### config.mk
export PLATFORM = sky130hd
export DESIGN_NAME = thermistor_voltage_to_temperature_unit
export DESIGN_NICKNAME = d
export VERILOG_FILES = /design/src/hw/rtl/tvt_pkg.sv /design/src/hw/rtl/thermistor_voltage_to_temperature_unit.sv
export SDC_FILE = /design/constraint.sdc
export NUM_CORES = 1
export LEC_CHECK = 0
export BUFFER_PORTS_ARGS = -buffer_cell sky130_fd_sc_hd__buf_2
export CORE_MARGIN = 3
export CORE_UTILIZATION = 58
export DETAILED_ROUTE_END_ITERATION = 6
export MAX_ROUTING_LAYER = met4
export PLACE_DENSITY = 0.79
export SLEW_MARGIN = 0
export SYNTH_ARGS = -nofsm -noshare
export SYNTH_HDL_FRONTEND = slang
export SYNTH_SLANG_ARGS = --single-unit
### constraint.sdc
create_clock -name i_clk -period 5.1 [get_ports i_clk]
set_clock_uncertainty 0.05 [all_clocks]
set_input_delay 0.51 -clock i_clk [delete_from_list [all_inputs] [get_ports i_clk]]
set_output_delay 0.51 -clock i_clk [all_outputs]
set_load 0.01 [all_outputs]
### src/hw/rtl/tvt_pkg.sv
// ----------------------------------------------------------------------------
// tvt_pkg: shared types and constants of the thermistor converter
// Calibration table, status codes and fixed-point helper functions.
// ----------------------------------------------------------------------------
package tvt_pkg;

    // Table size and the widest table the design supports.
    localparam int TABLE_ENTRIES_DEF = 39;
    localparam int ROM_MAX           = 64;
    localparam int ROM_IDX_W         = 6;

    // Field widths.
    localparam int VOLT_W   = 16;
    localparam int TEMP_W   = 17;
    localparam int STATUS_W = 2;

    // Extended temperature width used before saturation.
    localparam int TEXT_W = 19;

    // Divider: quotient fits in 11 bits (at most 1280), remainder in 28 bits.
    localparam int QUOT_W = 11;
    localparam int REM_W  = 28;
    localparam int CNT_W  = 4;

    // Status codes.
    localparam logic [STATUS_W-1:0] STATUS_OK   = 2'd0;
    localparam logic [STATUS_W-1:0] STATUS_COLD = 2'd1;
    localparam logic [STATUS_W-1:0] STATUS_HOT  = 2'd2;

    typedef logic [VOLT_W-1:0]        t_volt;
    typedef logic signed [TEMP_W-1:0] t_temp;
    typedef logic signed [TEXT_W-1:0] t_temp_ext;

    // Calibration voltage in Q2.14 for entry idx (idx*5-40 C); zero past the data.
    function automatic t_volt cal_entry(input logic [ROM_IDX_W-1:0] idx);
        t_volt v;
        case (idx)
            6'd0:    v = 16'd52441;
            6'd1:    v = 16'd51858;
            6'd2:    v = 16'd51094;
            6'd3:    v = 16'd50111;
            6'd4:    v = 16'd48912;
            6'd5:    v = 16'd47451;
            6'd6:    v = 16'd45725;
            6'd7:    v = 16'd43687;
            6'd8:    v = 16'd41348;
            6'd9:    v = 16'd38806;
            6'd10:   v = 16'd36028;
            6'd11:   v = 16'd33084;
            6'd12:   v = 16'd30057;
            6'd13:   v = 16'd27034;
            6'd14:   v = 16'd24094;
            6'd15:   v = 16'd21305;
            6'd16:   v = 16'd18713;
            6'd17:   v = 16'd16348;
            6'd18:   v = 16'd14223;
            6'd19:   v = 16'd12335;
            6'd20:   v = 16'd10676;
            6'd21:   v = 16'd9227;
            6'd22:   v = 16'd7968;
            6'd23:   v = 16'd6880;
            6'd24:   v = 16'd5942;
            6'd25:   v = 16'd5133;
            6'd26:   v = 16'd4431;
            6'd27:   v = 16'd3833;
            6'd28:   v = 16'd3324;
            6'd29:   v = 16'd2890;
            6'd30:   v = 16'd2520;
            6'd31:   v = 16'd2203;
            6'd32:   v = 16'd1930;
            6'd33:   v = 16'd1694;
            6'd34:   v = 16'd1479;
            6'd35:   v = 16'd1294;
            6'd36:   v = 16'd1136;
            6'd37:   v = 16'd1001;
            6'd38:   v = 16'd885;
            default: v = 16'd0;
        endcase
        return v;
    endfunction

    // Temperature of entry idx in Q8.8: idx*1280 - 10240.
    function automatic t_temp_ext entry_temp(input logic [ROM_IDX_W-1:0] idx);
        t_temp_ext t;
        t = $signed({3'b000, idx, 10'b0}) + $signed({5'b00000, idx, 8'b0})
            - 19'sd10240;
        return t;
    endfunction

    // Clamp an extended temperature into the signed 17-bit output range.
    function automatic t_temp sat_temp(input t_temp_ext t);
        t_temp r;
        if (t > 19'sd65535) begin
            r = 17'sd65535;
        end else if (t < -19'sd65536) begin
            r = -17'sd65536;
        end else begin
            r = t[TEMP_W-1:0];
        end
        return r;
    endfunction

endpackage

### src/hw/rtl/thermistor_voltage_to_temperature_unit.sv
// ----------------------------------------------------------------------------
// thermistor_voltage_to_temperature_unit: NTC divider voltage to temperature
// Binary search of a falling calibration table, then linear interpolation.
// ----------------------------------------------------------------------------
// Usage
//   Input channel: i_valid, o_stall, i_sense_voltage (unsigned Q2.14 volts).
//   An item is taken at a clock edge where i_valid is high and o_stall low.
//   Output channel: o_valid, i_stall, o_temperature (signed Q8.8 degrees C)
//   and o_status (0 ok, 1 too cold, 2 too hot). A result item is delivered
//   at an edge where o_valid is high and i_stall low.
//   The unit works on one item at a time and holds o_stall high from the
//   accept until its result item has been taken.
//   Sequence: a range check, then one table probe per cycle of the binary
//   search (at most ceil(log2(TABLE_ENTRIES-1)) probes and a closing step),
//   a step to set up the divide, eleven steps of the restoring divider and
//   a step to form the result. An out-of-range voltage or an exact table
//   hit skips the rest. The divider's eleven steps dominate the conversion.
//   While i_stall is high the result registers hold their value and o_valid
//   stays high. A synchronous reset (i_rst_n low) returns the sequencer to
//   idle and drops any item in flight; the table is constant and needs none.
// ----------------------------------------------------------------------------
module thermistor_voltage_to_temperature_unit
    import tvt_pkg::*;
#(
    parameter int TABLE_ENTRIES = TABLE_ENTRIES_DEF
) (
    input  logic                     i_clk,
    input  logic                     i_rst_n,
    input  logic                     i_valid,
    output logic                     o_stall,
    input  logic [VOLT_W-1:0]        i_sense_voltage,
    output logic                     o_valid,
    input  logic                     i_stall,
    output logic signed [TEMP_W-1:0] o_temperature,
    output logic [STATUS_W-1:0]      o_status
);

    localparam int IDX_W = (TABLE_ENTRIES > 1) ? $clog2(TABLE_ENTRIES) : 1;

    // One-hot sequencer states.
    typedef enum logic [6:0] {
        S_IDLE   = 7'b0000001,
        S_RANGE  = 7'b0000010,
        S_SEARCH = 7'b0000100,
        S_LOAD   = 7'b0001000,
        S_DIV    = 7'b0010000,
        S_FIN    = 7'b0100000,
        S_OUT    = 7'b1000000
    } t_state;

    localparam logic [IDX_W-1:0] LAST_IDX  = IDX_W'(TABLE_ENTRIES - 1);
    localparam logic [IDX_W-1:0] FIRST_PRB = IDX_W'((TABLE_ENTRIES - 1) / 2);

    t_state                  r_state, n_state;
    t_volt                   r_volt, n_volt;
    logic [IDX_W-1:0]        r_bottom, n_bottom;
    logic [IDX_W-1:0]        r_top, n_top;
    logic [IDX_W-1:0]        r_probe, n_probe;
    logic [REM_W-1:0]        r_rem, n_rem;
    logic [REM_W-1:0]        r_dsor, n_dsor;
    logic [QUOT_W-1:0]       r_quot, n_quot;
    logic [CNT_W-1:0]        r_cnt, n_cnt;
    logic                    r_zero_den, n_zero_den;
    t_temp                   r_temp, n_temp;
    logic [STATUS_W-1:0]     r_status, n_status;

    // Table reads: the probe during the search, the bracket ends otherwise.
    t_volt            probe_v;
    t_volt            lo_v;
    t_volt            hi_v;
    logic [IDX_W:0]   span;
    logic [IDX_W:0]   mid_sum;
    t_volt            num;
    t_volt            den;
    logic [QUOT_W-1:0] frac;

    always_comb begin
        probe_v = cal_entry(ROM_IDX_W'(r_probe));
        lo_v    = cal_entry(ROM_IDX_W'(r_bottom));
        hi_v    = cal_entry(ROM_IDX_W'(r_top));
        span    = {1'b0, r_top} - {1'b0, r_bottom};
        num     = lo_v - r_volt;
        den     = lo_v - hi_v;
        frac    = r_zero_den ? '0 : r_quot;
    end

    always_comb begin
        n_state    = r_state;
        n_volt     = r_volt;
        n_bottom   = r_bottom;
        n_top      = r_top;
        n_probe    = r_probe;
        n_rem      = r_rem;
        n_dsor     = r_dsor;
        n_quot     = r_quot;
        n_cnt      = r_cnt;
        n_zero_den = r_zero_den;
        n_temp     = r_temp;
        n_status   = r_status;
        mid_sum    = '0;

        case (r_state)
            S_IDLE: begin
                if (i_valid) begin
                    n_volt  = i_sense_voltage;
                    n_state = S_RANGE;
                end
            end
            S_RANGE: begin
                // Out-of-range voltages end here with a zero temperature.
                n_bottom = '0;
                n_top    = LAST_IDX;
                n_probe  = FIRST_PRB;
                if (r_volt > cal_entry(ROM_IDX_W'(0))) begin
                    n_temp   = '0;
                    n_status = STATUS_COLD;
                    n_state  = S_OUT;
                end else if (r_volt < cal_entry(ROM_IDX_W'(LAST_IDX))) begin
                    n_temp   = '0;
                    n_status = STATUS_HOT;
                    n_state  = S_OUT;
                end else begin
                    n_state = S_SEARCH;
                end
            end
            S_SEARCH: begin
                if (span > (IDX_W + 1)'(1)) begin
                    if (r_volt > probe_v) begin
                        n_top = r_probe;
                    end else if (r_volt < probe_v) begin
                        n_bottom = r_probe;
                    end else begin
                        // Exact table hit: the entry's own temperature.
                        n_temp   = sat_temp(entry_temp(ROM_IDX_W'(r_probe)));
                        n_status = STATUS_OK;
                        n_state  = S_OUT;
                    end
                    mid_sum = {1'b0, n_top} + {1'b0, n_bottom};
                    n_probe = mid_sum[IDX_W:1];
                end else begin
                    n_state = S_LOAD;
                end
            end
            S_LOAD: begin
                // Dividend num*2560 + den, divisor 2*den aligned to quotient bit 10.
                n_rem      = {1'b0, num, 11'b0} + {3'b000, num, 9'b0}
                             + {12'b0, den};
                n_dsor     = {1'b0, den, 11'b0};
                n_zero_den = (den == '0);
                n_quot     = '0;
                n_cnt      = '0;
                n_state    = S_DIV;
            end
            S_DIV: begin
                if (r_rem >= r_dsor) begin
                    n_rem  = r_rem - r_dsor;
                    n_quot = {r_quot[QUOT_W-2:0], 1'b1};
                end else begin
                    n_quot = {r_quot[QUOT_W-2:0], 1'b0};
                end
                n_dsor = r_dsor >> 1;
                n_cnt  = r_cnt + CNT_W'(1);
                if (r_cnt == CNT_W'(QUOT_W - 1)) begin
                    n_state = S_FIN;
                end
            end
            S_FIN: begin
                n_temp   = sat_temp(entry_temp(ROM_IDX_W'(r_bottom))
                                    + $signed({{(TEXT_W - QUOT_W){1'b0}}, frac}));
                n_status = STATUS_OK;
                n_state  = S_OUT;
            end
            S_OUT: begin
                if (!i_stall) begin
                    n_state = S_IDLE;
                end
            end
            default: begin
                n_state = S_IDLE;
            end
        endcase
    end

    always_ff @(posedge i_clk) begin
        if (!i_rst_n) begin
            r_state <= S_IDLE;
        end else begin
            r_state <= n_state;
        end
        r_volt     <= n_volt;
        r_bottom   <= n_bottom;
        r_top      <= n_top;
        r_probe    <= n_probe;
        r_rem      <= n_rem;
        r_dsor     <= n_dsor;
        r_quot     <= n_quot;
        r_cnt      <= n_cnt;
        r_zero_den <= n_zero_den;
        r_temp     <= n_temp;
        r_status   <= n_status;
    end

    assign o_stall       = (r_state != S_IDLE);
    assign o_valid       = (r_state == S_OUT);
    assign o_temperature = r_temp;
    assign o_status      = r_status;

endmodule

* Yosys cells after proc, flatten, opt, wreduce, memory -nomap -nowiden *
Memory sizes are Yosys's and may differ from the RTL's. A register that Yosys moved wholly into a read port is not among the register bits.
Index checks and enable logic that the tools add are counted.

storage, ports and cells
  flip-flop bits (word level) = 132
  bits in read-only memories = 3072
  input bits = 20
  word-level logic and storage cells = 114
  memories kept = 3

memories
  name             depth  width  rd ports  clocked after memory_dff  write ports  RTL line       text
  (no name shown)  64     16     1         1                         0            tvt_pkg.sv:37  case (idx)
  (no name shown)  64     16     1         1                         0            tvt_pkg.sv:37
  (no name shown)  64     16     1         1                         0            tvt_pkg.sv:37

operators by class
  add/sub/neg operators = 13
  order comparisons = 10
  eq/ne operators = 19
  mux-type cells = 48
  reductions and logical operators = 9

operator list
  cell                                                                                count
  17-bit two-way mux                                                                  9
  28-bit case mux with 2 select lines                                                 2
  6-bit two-way mux                                                                   13
  7-bit two-way mux                                                                   8
  17-bit case mux with 3 select lines                                                 1
  7-bit case mux with 7 select lines                                                  1
  6-bit case mux with 2 select lines                                                  3
  17-bit by 14-bit subtractor with 18-bit output (second input constant)              2
  16-bit by 14-bit adder with 17-bit output                                           2
  16-bit subtractor                                                                   2
  27-bit by 25-bit adder with 28-bit output                                           1
  28-bit by 16-bit adder with 28-bit output                                           1
  28-bit greater-or-equal comparator                                                  1
  28-bit two-way mux                                                                  1
  28-bit subtractor                                                                   1
  11-bit case mux with 2 select lines                                                 1
  18-bit by 12-bit adder with 19-bit output                                           1
  19-bit by 17-bit greater-than comparator with 1-bit output (second input constant)  1
  19-bit by 17-bit < comparator with 1-bit output (second input constant)             1
  18-bit by 17-bit greater-than comparator with 1-bit output (second input constant)  1
  18-bit by 17-bit < comparator with 1-bit output (second input constant)             1
  16-bit greater-than comparator                                                      1
  16-bit greater-than comparator (second input constant)                              1
  16-bit logical NOT                                                                  1
  26 further kinds                                                                    42

* Longest topological paths before layout *
  depth in word-level cells = 9
  gate-level depth with buffers = 26

* Worst setup path before layout *
OpenSTA, ideal clock, no wires.

  path kind = register to register
  start point = reg lo_v[0] (netlist name)
  end point = reg r_rem[27] (data pin)
  library setup time = 0.267 ns
  arrival = 4.695 ns
  required time = 4.783 ns
  setup slack = 0.088 ns
  stages on the path, launching flop included = 26
  path buffers = 0
  cells stage by stage = dfxtp_1 inv_1 ha_1 fa_1 nor2b_1 o21a_1 o21ai_0 a21oi_1 nand4_1 a31oi_1 a21o_1 a21oi_1 xnor2_1 inv_1 fa_1 inv_1 ha_1 o21a_1 o21ai_0 inv_1 a2111oi_0 o31ai_1 a41oi_1 a21oi_1 o211ai_1 o21ai_0

on the way
  longest elaborated chain between the ends = 4
  elaborated cells on any way between the ends = 5

ends and longest elaborated chain
  item                                         RTL line                                       text
  16-bit subtractor                            thermistor_voltage_to_temperature_unit.sv:82   num = lo_v - r_volt;
  27-bit by 25-bit adder with 28-bit output    thermistor_voltage_to_temperature_unit.sv:146  n_rem = {1'b0, num, 11'b0} + {3'b000, num, 9'b0}
  28-bit by 16-bit adder with 28-bit output *  thermistor_voltage_to_temperature_unit.sv:147  + {12'b0, den};
  28-bit case mux with 2 select lines *        thermistor_voltage_to_temperature_unit.sv:102  case (r_state)
  named net n_rem[27]                          thermistor_voltage_to_temperature_unit.sv:59   logic [REM_W-1:0] r_rem, n_rem;
  end signal, assigned                         thermistor_voltage_to_temperature_unit.sv:194  r_rem <= n_rem;
  end, declared                                thermistor_voltage_to_temperature_unit.sv:59

The timed path passes the listed nets; every way through them passes the cells marked *.
A chain may end at the register's enable or synchronous reset.

* Worst setup path in the final report *
  start point = reg hi_v[1] (netlist name)
  end point = reg r_rem[26] (data pin)

on the way
  longest elaborated chain between the ends = 3

ends and longest elaborated chain
  item                                       RTL line                                       text
  16-bit subtractor                          thermistor_voltage_to_temperature_unit.sv:83   den = lo_v - hi_v;
  28-bit by 16-bit adder with 28-bit output  thermistor_voltage_to_temperature_unit.sv:147
  28-bit case mux with 2 select lines        thermistor_voltage_to_temperature_unit.sv:102
  named net n_rem[26]                        thermistor_voltage_to_temperature_unit.sv:59

The timed path passes the listed nets, and every way through them passes these cells.

==> reports/summary.log <==
qor: run_status.status completed
qor: power_and_ir_drop.ir_worst_vdd 0.000697 V
qor: critical_path.crit_fanout 3
qor: finish.final_layout_size_suffix_gt1_share 15.1%
qor: global_route.grt_first_pass_wirelength 66200 um
qor: critical_path.critPathKind reg -> reg
qor: clock_network.tritoncts yes
qor: worst_hold_path.worstHoldPathType in -> reg
qor: yosys.syn-mean-instance-area 8.82 um^2
qor: floorplan.dieHeight 168 um
qor: clock_network.clock_path_buffers 2
qor: placement.dpl-instance-area 16100 um^2
qor: detailed_routing.total_drc_errors_in_the_routed_layout 0
qor: sta.final_setup_violation_count 0
qor: detailed_routing.vias_per_cell 6.29
qor: floorplan.initial_core_util 59.6%
qor: sta.post-route-min-period 4.94 ns
qor: sta.finalCritPeriodShare 96.9%
qor: global_route.globalRouteTotalUtil 29.5%
qor: yosys.synth.cells.most_frequent 174 x ha_1, 161 x inv_1, 154 x nand2_1
qor: detailed_routing.drt-total-wl 41600 um
qor: detailed_routing.initialDrtViolationCount 1361
qor: critical_path.worst_ep_arrival_time 5.05 ns
qor: floorplan.floorplan.rows 58
qor: placement.placement.io_buffers 40
qor: clock_network.insertion_delay 0.44 ns
qor: yosys.yosys_most_used_dff edfxtp_1
qor: worst_hold_path.min_from i_sense_voltage[9]
qor: critical_path.worstReg2RegEnd r_rem[26]
qor: placement.gp_routability_congestion 0.965
qor: global_route.globalRoute.totalOverflow 0
qor: global_route.grt_pass1_vias 12753
qor: finish.multi_input_area 9660 um^2
qor: placement.hpwl 30800 um
qor: critical_path.r2r.worst_path.cells 24
qor: worst_hold_path.hold_path_end r_volt[9]
qor: power_and_ir_drop.design_power_total 10.8 mW
qor: finish.n_fill_cell 2005
qor: sta.max-slew-margin-rel 28.8%
qor: clock_network.clock_sink_count 179
qor: yosys.synth_cells 1717
qor: critical_path.setup_slack_of_the_most_critical_reg_to_reg_path 0.16 ns
qor: clock_network.cts.htree.levels 4
qor: sta.final_hold_viol_count 0
qor: finish.final_core_util 67.3%
qor: yosys.netlist-cell-type-count 93
qor: floorplan.dieArea 28100 um^2
qor: floorplan.core_area 25400 um^2
qor: finish.syn_to_final_growth 12.9%
qor: finish.antenna-diode-count 0
qor: placement.preCtsSetupSlack -0.242 ns
qor: critical_path.critPathLaunchType flop
qor: finish.reg_area 4830 um^2
qor: yosys.synth_seq_area_share 31.9%
qor: floorplan.num_io_pins 41
qor: finish.num-nets-final 2013
qor: floorplan.die-width 168 um
qor: critical_path.endpoint_kind flop
qor: sta.setup_repair_after_global_routing_missed_its_margin yes
qor: yosys.ys_async_sr_fraction 0%
qor: yosys.synth.yosys.warnings 0
qor: yosys.synthesis.area 15100 um^2
qor: global_route.largest_net_degree_at_the_start_of_global_routing 63
qor: sta.fmax 202 MHz
qor: clock_network.worst_setup_hold_path_clk_slew 0.07 ns
qor: critical_path.critical_path.most_common_cell o21ai_2
qor: job.timing.max_cap.violations 0
qor: worst_hold_path.min_path_cells 1
qor: yosys.synth_enable_flop_cells 124
qor: power_and_ir_drop.leakage 7.39 nW
qor: critical_path.r2r-start hi_v[1]
qor: detailed_routing.detail_route.first_pass.iterations 5
qor: sta.timing_max_transition_violations_final 0
qor: detailed_routing.detailroute.via_count 13503
qor: yosys.synth.area.top_cells edfxtp_1 25%, ha_1 14%, dfxtp_1 7.3%
qor: detailed_routing.route.antenna.remaining_nets 0
qor: sta.worst_slack 0.159 ns
qor: detailed_routing.wire_per_inst 19.4 um
qor: clock_network.cts-root-buf clkbuf_16
qor: global_route.antenna_found_initial 0
qor: yosys.area_leader_netlist edfxtp_1
qor: yosys.synth_top_cell_area_share 24.6%
qor: finish.design_area 17100 um^2
qor: power_and_ir_drop.power_per_cell_area 630 nW/um^2
qor: yosys.synth_seq_cells 179
qor: yosys.post_synthesis_net_count 1925
qor: critical_path.critical-path-max-stage-delay 0.43 ns
qor: yosys.yosys.cell_count.top_type ha_1
qor: critical_path.path_cells inv_1, ha_1, nor2b_1, o21a_1, o21ai_2, a211oi_2, o31ai_2, buf_4, o21bai_1, a21oi_1, xor2_1, fa_1, inv_1, ha_2, o21ai_2, nor2_2, o41ai_4, o21ai_2, nor4_2, o41a_1, o21ai_2, xor2_1, nand2_1, o21ai_0
qor: clock_network.cts_buffers 17
qor: critical_path.cp_slowest_cell fa_1
qor: critical_path.timing.critical_path.required 5.21 ns
qor: sta.worstMarginPinSlew 1.06 ns
qor: sta.totalNegativeSetupSlack 0 ns
[report_power, final]
group | leakage, nW | switching, mW | internal, mW
Sequential | 1.55 | 0.0959 | 1.97
Clock | 0.288 | 0.649 | 0.702
Combinational | 5.56 | 4.13 | 3.22
[state kept, by name, indices dropped and copies added, names as in the netlist]
| register | count |
|---|---|
| r_cnt | 4 |
| r_top | 6 |
| r_rem | 28 |
| r_dsor | 27 |
| probe_v | 16 |
| o_status | 2 |
| lo_v | 16 |
| r_bottom | 6 |
| r_zero_den | 1 |
| r_probe | 6 |
| o_temperature | 17 |
| r_volt | 16 |
| r_quot | 11 |
| r_state | 7 |
| hi_v | 16 |
[worst max-delay path, delay by kind of cell, from the launching register on]
family / cells / cell delay, ns
fa+ha+maj: 3 / 0.98
simple gates: 4 / 0.61
compound gates: 12 / 2.00
flops: 1 / 0.32
xor+xnor: 2 / 0.41
buf+inv: 3 / 0.28
[stage by stage]
stage          hold WS, ns  std cells
4_1_cts              0.192       2136
3_5_place_dp         0.489       2102
6_report             0.201       2148
3_3_place_gp         0.467       2102
5_1_grt              0.189       2148
2_1_floorplan        0.459       1717
[cells by family (layout without fill, tap and decap cells)]
group	Yosys count	after routing	share of synthesized area, %
AO/OA/AOI/OAI	483	483	21.2
XOR/XNOR	93	93	5.43
adder cells (fa/ha/maj)	188	188	16.2
buffers and inverters	235	336	6.15
flip-flops	179	179	31.9
multiplexers	49	49	3.46
AND/OR/NAND/NOR	490	490	15.7
[worst max path at each step]
stage	startpoint	endpoint	slack (ns)	depth (start not counted)
after global placement	lo_v[0]	r_rem[27]	-0.03	26
after CTS	lo_v[0]	r_rem[26]	0.002	26
final	hi_v[1]	r_rem[26]	0.16	24
after global routing	hi_v[1]	r_rem[26]	-0.11	24
after detailed placement	lo_v[0]	r_rem[27]	-0.24	26
after floorplan	lo_v[0]	r_rem[27]	0.09	25
[final cells by class]
cell class,count,area share (%)
inverter,168,3.72
multi-input combinational,1303,56.5
clock buffer,18,2.51
sequential,179,28.2
tap,330,2.41
timing repair buffer,136,5.68
clock inverter,14,0.951
[timing repair]
action	CTS	global route
pin swaps	5	27
hold buffers	0	0
endpoints found under the setup margin	6	21
gates resized for setup	9	57
setup buffers	2	12
cloned	0	0
[layer usage]
layer	routed length, um	vias up	global-route usage [%]
li1	-	6415	-
met1	18200	6423	40.7
met2	19500	593	46.2
met3	3010	72	3.99
met4	915	0	7.86
met5	0	-	-
[placed cells by master (no fill, tap or decap), types with 17 or more instances in the layout]
master       n
a211oi_1    18
a21o_1      39
a21oi_1    115
a31oi_1     18
and2_1      26
buf_2       40
buf_4       92
clkbuf_16   17
dfxtp_1     54
edfxtp_1   124
ha_1       167
inv_1      157
mux2i_1     33
nand2_1    153
nand2b_1    18
nand3_1     39
nand4_1     17
nor2_1     124
nor3_1      32
o211ai_1    28
o21ai_0     87
xnor2_1     60
xor2_1      29
(Power assumes the default switching activity.)
